### src/indent_dedent_tracker_top_macros.svh
// ============================================================================
// Indent/dedent tracker assertion macros
// Shared concurrent assertion shorthands, clocked on aclk and disabled during
// reset.
// ============================================================================
`ifndef INDENT_DEDENT_TRACKER_TOP_MACROS_SVH
`define INDENT_DEDENT_TRACKER_TOP_MACROS_SVH

// Check an expression at every clock edge.
`define IDDT_ASSERT_ALWAYS(label, expr, msg) \
    label: assert property (@(posedge aclk) disable iff (!aresetn) (expr)) \
        else $error(msg);

// Check a consequent in the same cycle as its antecedent.
`define IDDT_ASSERT_IMPLIES(label, ante, cons, msg) \
    label: assert property (@(posedge aclk) disable iff (!aresetn) \
        (ante) |-> (cons)) else $error(msg);

// Check a consequent in the cycle after its antecedent.
`define IDDT_ASSERT_NEXT(label, ante, cons, msg) \
    label: assert property (@(posedge aclk) disable iff (!aresetn) \
        (ante) |=> (cons)) else $error(msg);

`endif

### src/iddt_pkg.sv
// ============================================================================
// Indent/dedent tracker package
// Field widths, character codes, result kinds, error codes and register
// indexes of the indentation tracker.
// ============================================================================
package iddt_pkg;

    localparam int CODE_POINT_W = 21;
    localparam int STOP_W       = 7;
    localparam int KIND_W       = 2;
    localparam int ERR_W        = 2;
    localparam int CFG_INDEX_W  = 1;

    localparam logic [CODE_POINT_W-1:0] CH_SPACE   = 21'd32;
    localparam logic [CODE_POINT_W-1:0] CH_TAB     = 21'd9;
    localparam logic [CODE_POINT_W-1:0] CH_NEWLINE = 21'd10;

    localparam logic [KIND_W-1:0] KIND_INDENT = 2'd0;
    localparam logic [KIND_W-1:0] KIND_DEDENT = 2'd1;
    localparam logic [KIND_W-1:0] KIND_ERROR  = 2'd2;

    localparam logic [ERR_W-1:0] ERR_NONE     = 2'd0;
    localparam logic [ERR_W-1:0] ERR_TABSPACE = 2'd1;
    localparam logic [ERR_W-1:0] ERR_TOODEEP  = 2'd2;
    localparam logic [ERR_W-1:0] ERR_DEDENT   = 2'd3;

    localparam logic [CFG_INDEX_W-1:0] CFG_MAIN_STOP = 1'b0;
    localparam logic [CFG_INDEX_W-1:0] CFG_ALT_STOP  = 1'b1;

    localparam logic [STOP_W-1:0] MAIN_STOP_RESET = 7'd8;
    localparam logic [STOP_W-1:0] ALT_STOP_RESET  = 7'd1;

    typedef struct packed {
        logic [KIND_W-1:0] kind;
        logic [ERR_W-1:0]  err;
        logic              last;
    } result_t;

endpackage

### src/indent_dedent_tracker_top.sv
// ============================================================================
// Indent/dedent tracker
// Offside-rule indentation tracker: measures leading whitespace of each line
// and emits INDENT, DEDENT or indentation error results.
// ============================================================================
// Usage and timing: one code point is accepted per request on the s_ channel.
// A character that is not at the start of a line, a space or a newline at the
// start of a line, is handled in the idle state. A tab at the start of a line
// runs a single shared restoring remainder unit, one bit per cycle, which
// rounds the main column and then the alternate column to the next tab stop.
// The first other character of a line first fetches the top of the level
// stack, is then judged, then yields each DEDENT result in turn (the stack
// walk reads one level per cycle while the output register is free, from a
// memory with a registered read port), and last any error that follows dedents.
// Every result goes through a one-deep output register; a stalled m_ready
// holds the sequencer. s_ready is high only while the sequencer is idle.
// The level stack needs no clearing pass: level 0 is fixed at zero and every
// deeper level is written by its push before it is ever read.
// Configuration writes (main and alternate tab stop; zero acts as one) take
// effect at the next edge and belong to idle periods only.
`include "indent_dedent_tracker_top_macros.svh"

module indent_dedent_tracker_top #(
    parameter int MAX_LEVELS  = 64,
    parameter int COLUMN_BITS = 16
) (
    input  logic                               aclk,
    input  logic                               aresetn,
    // configuration write port
    input  logic                               cfg_wr_en,
    input  logic [iddt_pkg::CFG_INDEX_W-1:0]   cfg_wr_index,
    input  logic [iddt_pkg::STOP_W-1:0]        cfg_wr_data,
    // input characters
    input  logic                               s_valid,
    output logic                               s_ready,
    input  logic [iddt_pkg::CODE_POINT_W-1:0]  s_code_point,
    // results
    output logic                               m_valid,
    input  logic                               m_ready,
    output logic [iddt_pkg::KIND_W-1:0]        m_token_kind,
    output logic [iddt_pkg::ERR_W-1:0]         m_error_code,
    output logic                               m_last
);

    import iddt_pkg::*;

    localparam int DEPTH_W = $clog2(MAX_LEVELS);
    localparam int CNT_W   = $clog2(COLUMN_BITS);
    localparam logic [COLUMN_BITS-1:0] COL_MAX   = '1;
    localparam logic [DEPTH_W-1:0]     DEPTH_TOP = DEPTH_W'(MAX_LEVELS - 1);
    localparam logic [CNT_W-1:0]       CNT_LAST  = CNT_W'(COLUMN_BITS - 1);

    // sequencer states
    localparam logic [2:0] ST_IDLE  = 3'd0;
    localparam logic [2:0] ST_DIV   = 3'd1;
    localparam logic [2:0] ST_JUDGE = 3'd2;
    localparam logic [2:0] ST_POP   = 3'd3;
    localparam logic [2:0] ST_ERR   = 3'd4;

    // ------------------------------------------------------------------------
    // Registers
    // ------------------------------------------------------------------------
    logic [2:0]             state_reg, state_next;
    logic [STOP_W-1:0]      main_stop_reg, alt_stop_reg;
    logic                   at_line_start_reg, at_line_start_next;
    logic [COLUMN_BITS-1:0] main_col_reg, main_col_next;
    logic [COLUMN_BITS-1:0] alt_col_reg, alt_col_next;
    logic [DEPTH_W-1:0]     depth_reg, depth_next;
    logic [COLUMN_BITS-1:0] div_shift_reg, div_shift_next;
    logic [STOP_W-1:0]      div_rem_reg, div_rem_next;
    logic [CNT_W-1:0]       div_cnt_reg, div_cnt_next;
    logic                   div_phase_reg, div_phase_next;
    logic [ERR_W-1:0]       err_code_reg, err_code_next;

    logic                   m_valid_reg;
    logic [KIND_W-1:0]      m_token_kind_reg;
    logic [ERR_W-1:0]       m_error_code_reg;
    logic                   m_last_reg;

    // level stack: {column, alternate column} per level
    logic [2*COLUMN_BITS-1:0] level_mem [MAX_LEVELS];
    logic [2*COLUMN_BITS-1:0] rd_data_reg;
    logic                     mem_we;
    logic [DEPTH_W-1:0]       mem_wr_addr;

    // ------------------------------------------------------------------------
    // Shared remainder unit: one restoring step per cycle
    // ------------------------------------------------------------------------
    logic [STOP_W-1:0]      main_eff, alt_eff, div_size;
    logic [STOP_W:0]        div_trial, div_diff;
    logic                   div_ge;
    logic [STOP_W-1:0]      div_rem_new, div_gap;
    logic [COLUMN_BITS-1:0] div_col, div_round;
    logic [COLUMN_BITS:0]   div_sum;

    // a size of zero acts as one
    assign main_eff = (main_stop_reg == '0) ? STOP_W'(1) : main_stop_reg;
    assign alt_eff  = (alt_stop_reg == '0) ? STOP_W'(1) : alt_stop_reg;
    assign div_size = div_phase_reg ? alt_eff : main_eff;
    assign div_col  = div_phase_reg ? alt_col_reg : main_col_reg;

    assign div_trial   = {div_rem_reg, div_shift_reg[COLUMN_BITS-1]};
    assign div_diff    = div_trial - {1'b0, div_size};
    assign div_ge      = (div_trial >= {1'b0, div_size});
    assign div_rem_new = div_ge ? div_diff[STOP_W-1:0] : div_trial[STOP_W-1:0];

    // next tab stop = column - remainder + size, saturated
    assign div_gap   = div_size - div_rem_new;
    assign div_sum   = {1'b0, div_col} + (COLUMN_BITS+1)'(div_gap);
    assign div_round = div_sum[COLUMN_BITS] ? COL_MAX : div_sum[COLUMN_BITS-1:0];

    // ------------------------------------------------------------------------
    // Top of stack view; level 0 always reads as zero
    // ------------------------------------------------------------------------
    logic [COLUMN_BITS-1:0] top_col, top_alt;
    logic                   out_free;
    logic                   out_load;
    result_t                out_res;

    assign top_col  = (depth_reg == '0) ? '0 : rd_data_reg[2*COLUMN_BITS-1:COLUMN_BITS];
    assign top_alt  = (depth_reg == '0) ? '0 : rd_data_reg[COLUMN_BITS-1:0];
    assign out_free = !m_valid_reg || m_ready;
    assign mem_wr_addr = depth_reg + DEPTH_W'(1);

    assign s_ready = (state_reg == ST_IDLE);

    // ------------------------------------------------------------------------
    // Sequencer
    // ------------------------------------------------------------------------
    always_comb begin
        state_next         = state_reg;
        at_line_start_next = at_line_start_reg;
        main_col_next      = main_col_reg;
        alt_col_next       = alt_col_reg;
        depth_next         = depth_reg;
        div_shift_next     = div_shift_reg;
        div_rem_next       = div_rem_reg;
        div_cnt_next       = div_cnt_reg;
        div_phase_next     = div_phase_reg;
        err_code_next      = err_code_reg;
        mem_we             = 1'b0;
        out_load           = 1'b0;
        out_res            = '{kind: KIND_ERROR, err: ERR_NONE, last: 1'b1};

        unique case (state_reg)
            ST_IDLE: begin
                if (s_valid) begin
                    if (!at_line_start_reg) begin
                        // inside a line: wait for the newline
                        if (s_code_point == CH_NEWLINE) begin
                            at_line_start_next = 1'b1;
                        end
                    end else if (s_code_point == CH_SPACE) begin
                        if (main_col_reg != COL_MAX) begin
                            main_col_next = main_col_reg + COLUMN_BITS'(1);
                        end
                        if (alt_col_reg != COL_MAX) begin
                            alt_col_next = alt_col_reg + COLUMN_BITS'(1);
                        end
                    end else if (s_code_point == CH_TAB) begin
                        // round the main column first, then the alternate
                        div_shift_next = main_col_reg;
                        div_rem_next   = '0;
                        div_cnt_next   = '0;
                        div_phase_next = 1'b0;
                        state_next     = ST_DIV;
                    end else if (s_code_point == CH_NEWLINE) begin
                        // blank line: drop the counts
                        main_col_next = '0;
                        alt_col_next  = '0;
                    end else begin
                        state_next = ST_JUDGE;
                    end
                end
            end

            ST_DIV: begin
                div_rem_next   = div_rem_new;
                div_shift_next = {div_shift_reg[COLUMN_BITS-2:0], 1'b0};
                div_cnt_next   = div_cnt_reg + CNT_W'(1);
                if (div_cnt_reg == CNT_LAST) begin
                    div_rem_next = '0;
                    div_cnt_next = '0;
                    if (!div_phase_reg) begin
                        main_col_next  = div_round;
                        div_shift_next = alt_col_reg;
                        div_phase_next = 1'b1;
                    end else begin
                        alt_col_next = div_round;
                        state_next   = ST_IDLE;
                    end
                end
            end

            ST_JUDGE: begin
                if (main_col_reg < top_col) begin
                    // pop one level and look at the new top next cycle
                    depth_next = depth_reg - DEPTH_W'(1);
                    state_next = ST_POP;
                end else if (out_free) begin
                    if (main_col_reg == top_col) begin
                        if (alt_col_reg != top_alt) begin
                            out_load = 1'b1;
                            out_res  = '{kind: KIND_ERROR, err: ERR_TABSPACE, last: 1'b1};
                        end
                    end else if (depth_reg == DEPTH_TOP) begin
                        out_load = 1'b1;
                        out_res  = '{kind: KIND_ERROR, err: ERR_TOODEEP, last: 1'b1};
                    end else if (alt_col_reg <= top_alt) begin
                        out_load = 1'b1;
                        out_res  = '{kind: KIND_ERROR, err: ERR_TABSPACE, last: 1'b1};
                    end else begin
                        mem_we     = 1'b1;
                        depth_next = mem_wr_addr;
                        out_load   = 1'b1;
                        out_res    = '{kind: KIND_INDENT, err: ERR_NONE, last: 1'b1};
                    end
                    at_line_start_next = 1'b0;
                    main_col_next      = '0;
                    alt_col_next       = '0;
                    state_next         = ST_IDLE;
                end
            end

            ST_POP: begin
                if (out_free) begin
                    out_load = 1'b1;
                    out_res  = '{kind: KIND_DEDENT, err: ERR_NONE, last: 1'b0};
                    if (depth_reg != '0 && main_col_reg < top_col) begin
                        depth_next = depth_reg - DEPTH_W'(1);
                    end else if (main_col_reg != top_col) begin
                        err_code_next = ERR_DEDENT;
                        state_next    = ST_ERR;
                    end else if (alt_col_reg != top_alt) begin
                        err_code_next = ERR_TABSPACE;
                        state_next    = ST_ERR;
                    end else begin
                        out_res.last       = 1'b1;
                        at_line_start_next = 1'b0;
                        main_col_next      = '0;
                        alt_col_next       = '0;
                        state_next         = ST_IDLE;
                    end
                end
            end

            ST_ERR: begin
                if (out_free) begin
                    out_load           = 1'b1;
                    out_res            = '{kind: KIND_ERROR, err: err_code_reg, last: 1'b1};
                    at_line_start_next = 1'b0;
                    main_col_next      = '0;
                    alt_col_next       = '0;
                    state_next         = ST_IDLE;
                end
            end

            default: begin
                state_next = ST_IDLE;
            end
        endcase
    end

    // ------------------------------------------------------------------------
    // Control and datapath registers
    // ------------------------------------------------------------------------
    always_ff @(posedge aclk) begin
        if (!aresetn) begin
            state_reg         <= ST_IDLE;
            at_line_start_reg <= 1'b1;
            main_col_reg      <= '0;
            alt_col_reg       <= '0;
            depth_reg         <= '0;
            div_cnt_reg       <= '0;
            div_phase_reg     <= 1'b0;
            main_stop_reg     <= MAIN_STOP_RESET;
            alt_stop_reg      <= ALT_STOP_RESET;
        end else begin
            state_reg         <= state_next;
            at_line_start_reg <= at_line_start_next;
            main_col_reg      <= main_col_next;
            alt_col_reg       <= alt_col_next;
            depth_reg         <= depth_next;
            div_cnt_reg       <= div_cnt_next;
            div_phase_reg     <= div_phase_next;
            if (cfg_wr_en) begin
                unique case (cfg_wr_index)
                    CFG_MAIN_STOP: main_stop_reg <= cfg_wr_data;
                    CFG_ALT_STOP:  alt_stop_reg  <= cfg_wr_data;
                    default:       main_stop_reg <= main_stop_reg;
                endcase
            end
        end
    end

    always_ff @(posedge aclk) begin
        div_shift_reg <= div_shift_next;
        div_rem_reg   <= div_rem_next;
        err_code_reg  <= err_code_next;
    end

    // level stack memory: one write port, one registered read port
    always_ff @(posedge aclk) begin
        if (mem_we) begin
            level_mem[mem_wr_addr] <= {main_col_reg, alt_col_reg};
        end
        rd_data_reg <= level_mem[depth_next];
    end

    // ------------------------------------------------------------------------
    // Output register: hold a result until its request is taken
    // ------------------------------------------------------------------------
    always_ff @(posedge aclk) begin
        if (!aresetn) begin
            m_valid_reg <= 1'b0;
        end else if (out_load) begin
            m_valid_reg <= 1'b1;
        end else if (m_ready) begin
            m_valid_reg <= 1'b0;
        end
    end

    always_ff @(posedge aclk) begin
        if (out_load) begin
            m_token_kind_reg <= out_res.kind;
            m_error_code_reg <= out_res.err;
            m_last_reg       <= out_res.last;
        end
    end

    assign m_valid      = m_valid_reg;
    assign m_token_kind = m_token_kind_reg;
    assign m_error_code = m_error_code_reg;
    assign m_last       = m_last_reg;

    // ------------------------------------------------------------------------
    // Assertions
    // ------------------------------------------------------------------------
    `IDDT_ASSERT_IMPLIES(a_rem_below_size, state_reg == ST_DIV,
        div_rem_reg < div_size, "remainder not below tab size")
    `IDDT_ASSERT_NEXT(a_indent_push, out_load && out_res.kind == KIND_INDENT,
        depth_reg == $past(depth_reg) + DEPTH_W'(1), "indent without push")
    `IDDT_ASSERT_IMPLIES(a_pop_nonzero, state_next == ST_POP && state_reg == ST_JUDGE,
        depth_reg != '0, "pop from level zero")
    `IDDT_ASSERT_IMPLIES(a_idle_after_last, s_ready && m_valid_reg,
        m_last_reg, "idle with results pending")
    `IDDT_ASSERT_IMPLIES(a_err_code_set, state_reg == ST_ERR,
        err_code_reg == ERR_DEDENT || err_code_reg == ERR_TABSPACE, "bad pending error code")

endmodule
### config.mk
export PLATFORM = sky130hd
export DESIGN_NAME = indent_dedent_tracker_top
export DESIGN_NICKNAME = d
export VERILOG_FILES = /design/src/iddt_pkg.sv /design/src/indent_dedent_tracker_top.sv
export VERILOG_INCLUDE_DIRS = /design/src /design/src/src
export SDC_FILE = /design/constraint.sdc
export NUM_CORES = 2
export LEC_CHECK = 0
export ABC_AREA = 1
export BUFFER_PORTS_ARGS = -buffer_cell sky130_fd_sc_hd__clkbuf_2
export CAP_MARGIN = 20
export CORE_AREA = 8 8 428 597
export CTS_BUF_LIST = sky130_fd_sc_hd__clkbuf_8 sky130_fd_sc_hd__clkbuf_16
export DETAILED_ROUTE_END_ITERATION = 8
export DIE_AREA = 0 0 436 605
export HOLD_SLACK_MARGIN = 0.12
export PLACE_DENSITY = 0.65
export SLEW_MARGIN = 20
export SYNTH_ARGS = -nofsm -noshare
export SYNTH_HDL_FRONTEND = slang
export SYNTH_SLANG_ARGS = --single-unit
### constraint.sdc
create_clock -name aclk -period 6.3 [get_ports aclk]
set_input_delay 0.315 -clock aclk [delete_from_list [all_inputs] [get_ports aclk]]
set_output_delay 0.315 -clock aclk [all_outputs]
set_load 0.1 [all_outputs]
==> results.json <==
{
  "status": "finished clean",
  "wl_per_cell_um": 22.6,
  "synthTopCellsByArea": "edfxtp_1, nand3_1, nand3b_1, nand2_1, inv_1",
  "p_total_uw": 58500,
  "rsz0062_at_grt": "false",
  "rows": 216,
  "vias": 68570,
  "max_freq_mhz": 171,
  "die_x_um": 436,
  "relSlewSlack_pct": 28.0,
  "highest_layer": "met4",
  "grt_max_degree": 155,
  "antenna_found_initial": 3,
  "synth_seq_area_share_pct": 65.5,
  "instances_no_fill": 12492,
  "slew_violations": 0,
  "synthesis.area_mm2": 0.0981,
  "ioPinCount": 41,
  "fillCellCount": 22408,
  "ctsHtreeMaxLevel": 4,
  "synth_ff_type": "edfxtp_1",
  "peakVddDrop_mv": 0.561,
  "root_buffer": "clkbuf_16",
  "skew_ns": 0.0799,
  "final_cell_mix": "nand3_1, edfxtp_1, nand2_1",
  "p_per_area_mw_per_mm2": 535,
  "synth_edf_count": 2077,
  "required_ns": 7.04,
  "overflow": 0,
  "grt_usage_pct": 20.5,
  "drt-initial-drc-count": 7658,
  "finalSetupViolCount": 0,
  "drcViolationCount": 0,
  "yosysWarnings": 0,
  "hold-worst-slack_ns": 0.176,
  "grt_pass1_vias": 67262,
  "critical_path_class": "register to register",
  "wl_met3_um": 21400,
  "cts_setup_buffers": 0,
  "synth.largest_area_cell": "edfxtp_1",
  "cts.clk_slew.worst_paths_ns": 0.06,
  "area.growth.synth_to_final_pct": 11.5,
  "yosysUniqueCellTypes": 57,
  "die_h_um": 605,
  "floorplan.initialDensity_pct": 39.8,
  "max_slew.worst_pin.slew_ns": 1.08,
  "met1_length_um": 108000,
  "critPathMaxStageDelay_ns": 0.46,
  "cts_buffers": 198,
  "firstDrtPassIters": 6,
  "hold_violations": 0,
  "cts_tree": "built",
  "wl_um": 282000,
  "critPathMaxFanout": 9,
  "cp_common_cell": "inv_1",
  "slowest_stage": "fa_1",
  "gp_congestion": 0.893,
  "clkLatencyLatePin_ns": 0.88,
  "layout_commonest_cell": "nand3_1",
  "wl_met2_um": 136000,
  "period_minus_slack_ns": 5.86,
  "cap_viol_max_count": 0,
  "largest_reg_flops": 2048,
  "place_inst": 12105,
  "startpoint_type": "register",
  "drive_gt1_share_pct": 7.96,
  "fin_nets": 9159,
  "dieArea_mm2": 0.264,
  "arrival_ns": 6.61,
  "ys_seq_elements": 2171,
  "p_leak_uw": 0.0427,
  "cts.sinks": 2171,
  "postRouteAntennaNets": 0,
  "core-area_mm2": 0.246,
  "clockBufferDepth": 4,
  "hold_path_class": "input port to register",
  "syn_nets": 9196,
  "portBuffers": 40,
  "cp-end-kind": "register",
  "via_per_inst": 5.49,
  "synth_cells": 9102,
  "syn_area_per_cell_um2": 10.8,
  "dp_hpwl_um": 157000,
  "synthArstFlopShare_pct": 0,
  "min_period_over_period_pct": 93.0,
  "grt_pass1_wl_um": 421000,
  "synth_top_area_share_pct": 63.6
}
==> worst max-delay path: cells and delay by family, from the launching register on <==
family	cells	cell delay (ns)
adders and majority gates	4	1.41
xor gates and xnor gates	1	0.11
AOI/OAI and AO/OA	13	2.14
and+or+nand+nor	7	0.79
buffers and inverters	9	0.92
DFF	1	0.37
==> final timing paths <==
path	cells past startpoint	slack [ns]	end	from
min reg2reg	2	0.49	main_stop_reg[2]	main_stop_reg[2]
max	34	0.44	main_col_reg[15]	main_stop_reg[5]
min	6	0.18	state_reg[0]	s_valid
max reg2reg	34	0.44	main_col_reg[15]	main_stop_reg[5]
==> report_power, final <==
part / total (uW) / switching (uW) / internal [uW]
Clock: 11700 / 5290 / 6420
Sequential: 18500 / 330 / 18200
Combinational: 28300 / 21000 / 7260
Total: 58500 / 26600 / 31900
==> metrics by stage <==
stage	worst slack (ns)	TNS, ns	cell area (um^2)	utilization, %
2_1_floorplan	0.324	0	98100	-
3_3_place_gp	-0.0847	-0.309	103000	41.8
3_5_place_dp	0.0779	0	103000	41.8
4_1_cts	0.0510	0	109000	44.4
5_1_grt	0.0447	0	109000	44.4
6_report	0.438	0	109000	44.4
==> final cells by class <==
cell class,instances,area (um^2),share of cell area (%)
sequential,2171,64300,58.8
multi-input combinational,5031,26600,24.3
clock buffer,206,5110,4.67
inverter,1312,4940,4.52
tap,3270,4090,3.74
timing repair buffer,351,3320,3.04
clock inverter,149,1040,0.948
antenna,2,5.00,0.00458
==> synth_stat cells (3+ instances only) <==
cell type  number
nand3_1      2234
ha_1           57
a31oi_1        21
xor2_1         23
clkinv_1        3
nand3b_1      765
nand4_1        14
nor3_1         25
buf_1          40
buf_6          22
nor2_2          4
nor4_1          7
a21o_1          3
or2_2           4
o21ai_0       115
xnor2_1         9
inv_1        1295
o21ai_1        13
nand2_1      1401
inv_2          13
fa_1            3
buf_2         306
a21oi_1        61
a211oi_1       11
edfxtp_1     2077
nor2_4          5
dfxtp_1        94
clkbuf_1      182
buf_4          38
o22ai_1        15
nor2_1        204
nand2_2         4
o211ai_1        4
o221ai_1        3
==> metal layers <==
metal  up-vias  GRT usage (%)
met2      3031           34.9
li1      31158              -
met5         -              0
met3       594           2.75
met4         0           11.0
met1     33787           25.5
==> cells by family after synthesis <==
kind of cell	count (synthesis)	synth area share [%]
flip-flops	2171	65.5
multiplexers	2	0.0204
XOR/XNOR	32	0.286
AND/OR/NAND/NOR	4679	23.9
AO/OA/AOI/OAI	258	1.47
adder cells (fa/ha/maj)	60	0.788
buffers and inverters	1900	7.98
==> what timing repair did <==
item                                    in CTS  in global routing
endpoints found under the hold margin       50                  0
endpoints found under the setup margin       0                 49
gates resized for setup                      0                 13
hold buffers                                30                  0
No activity file was read; power rests on OpenSTA's default activity.
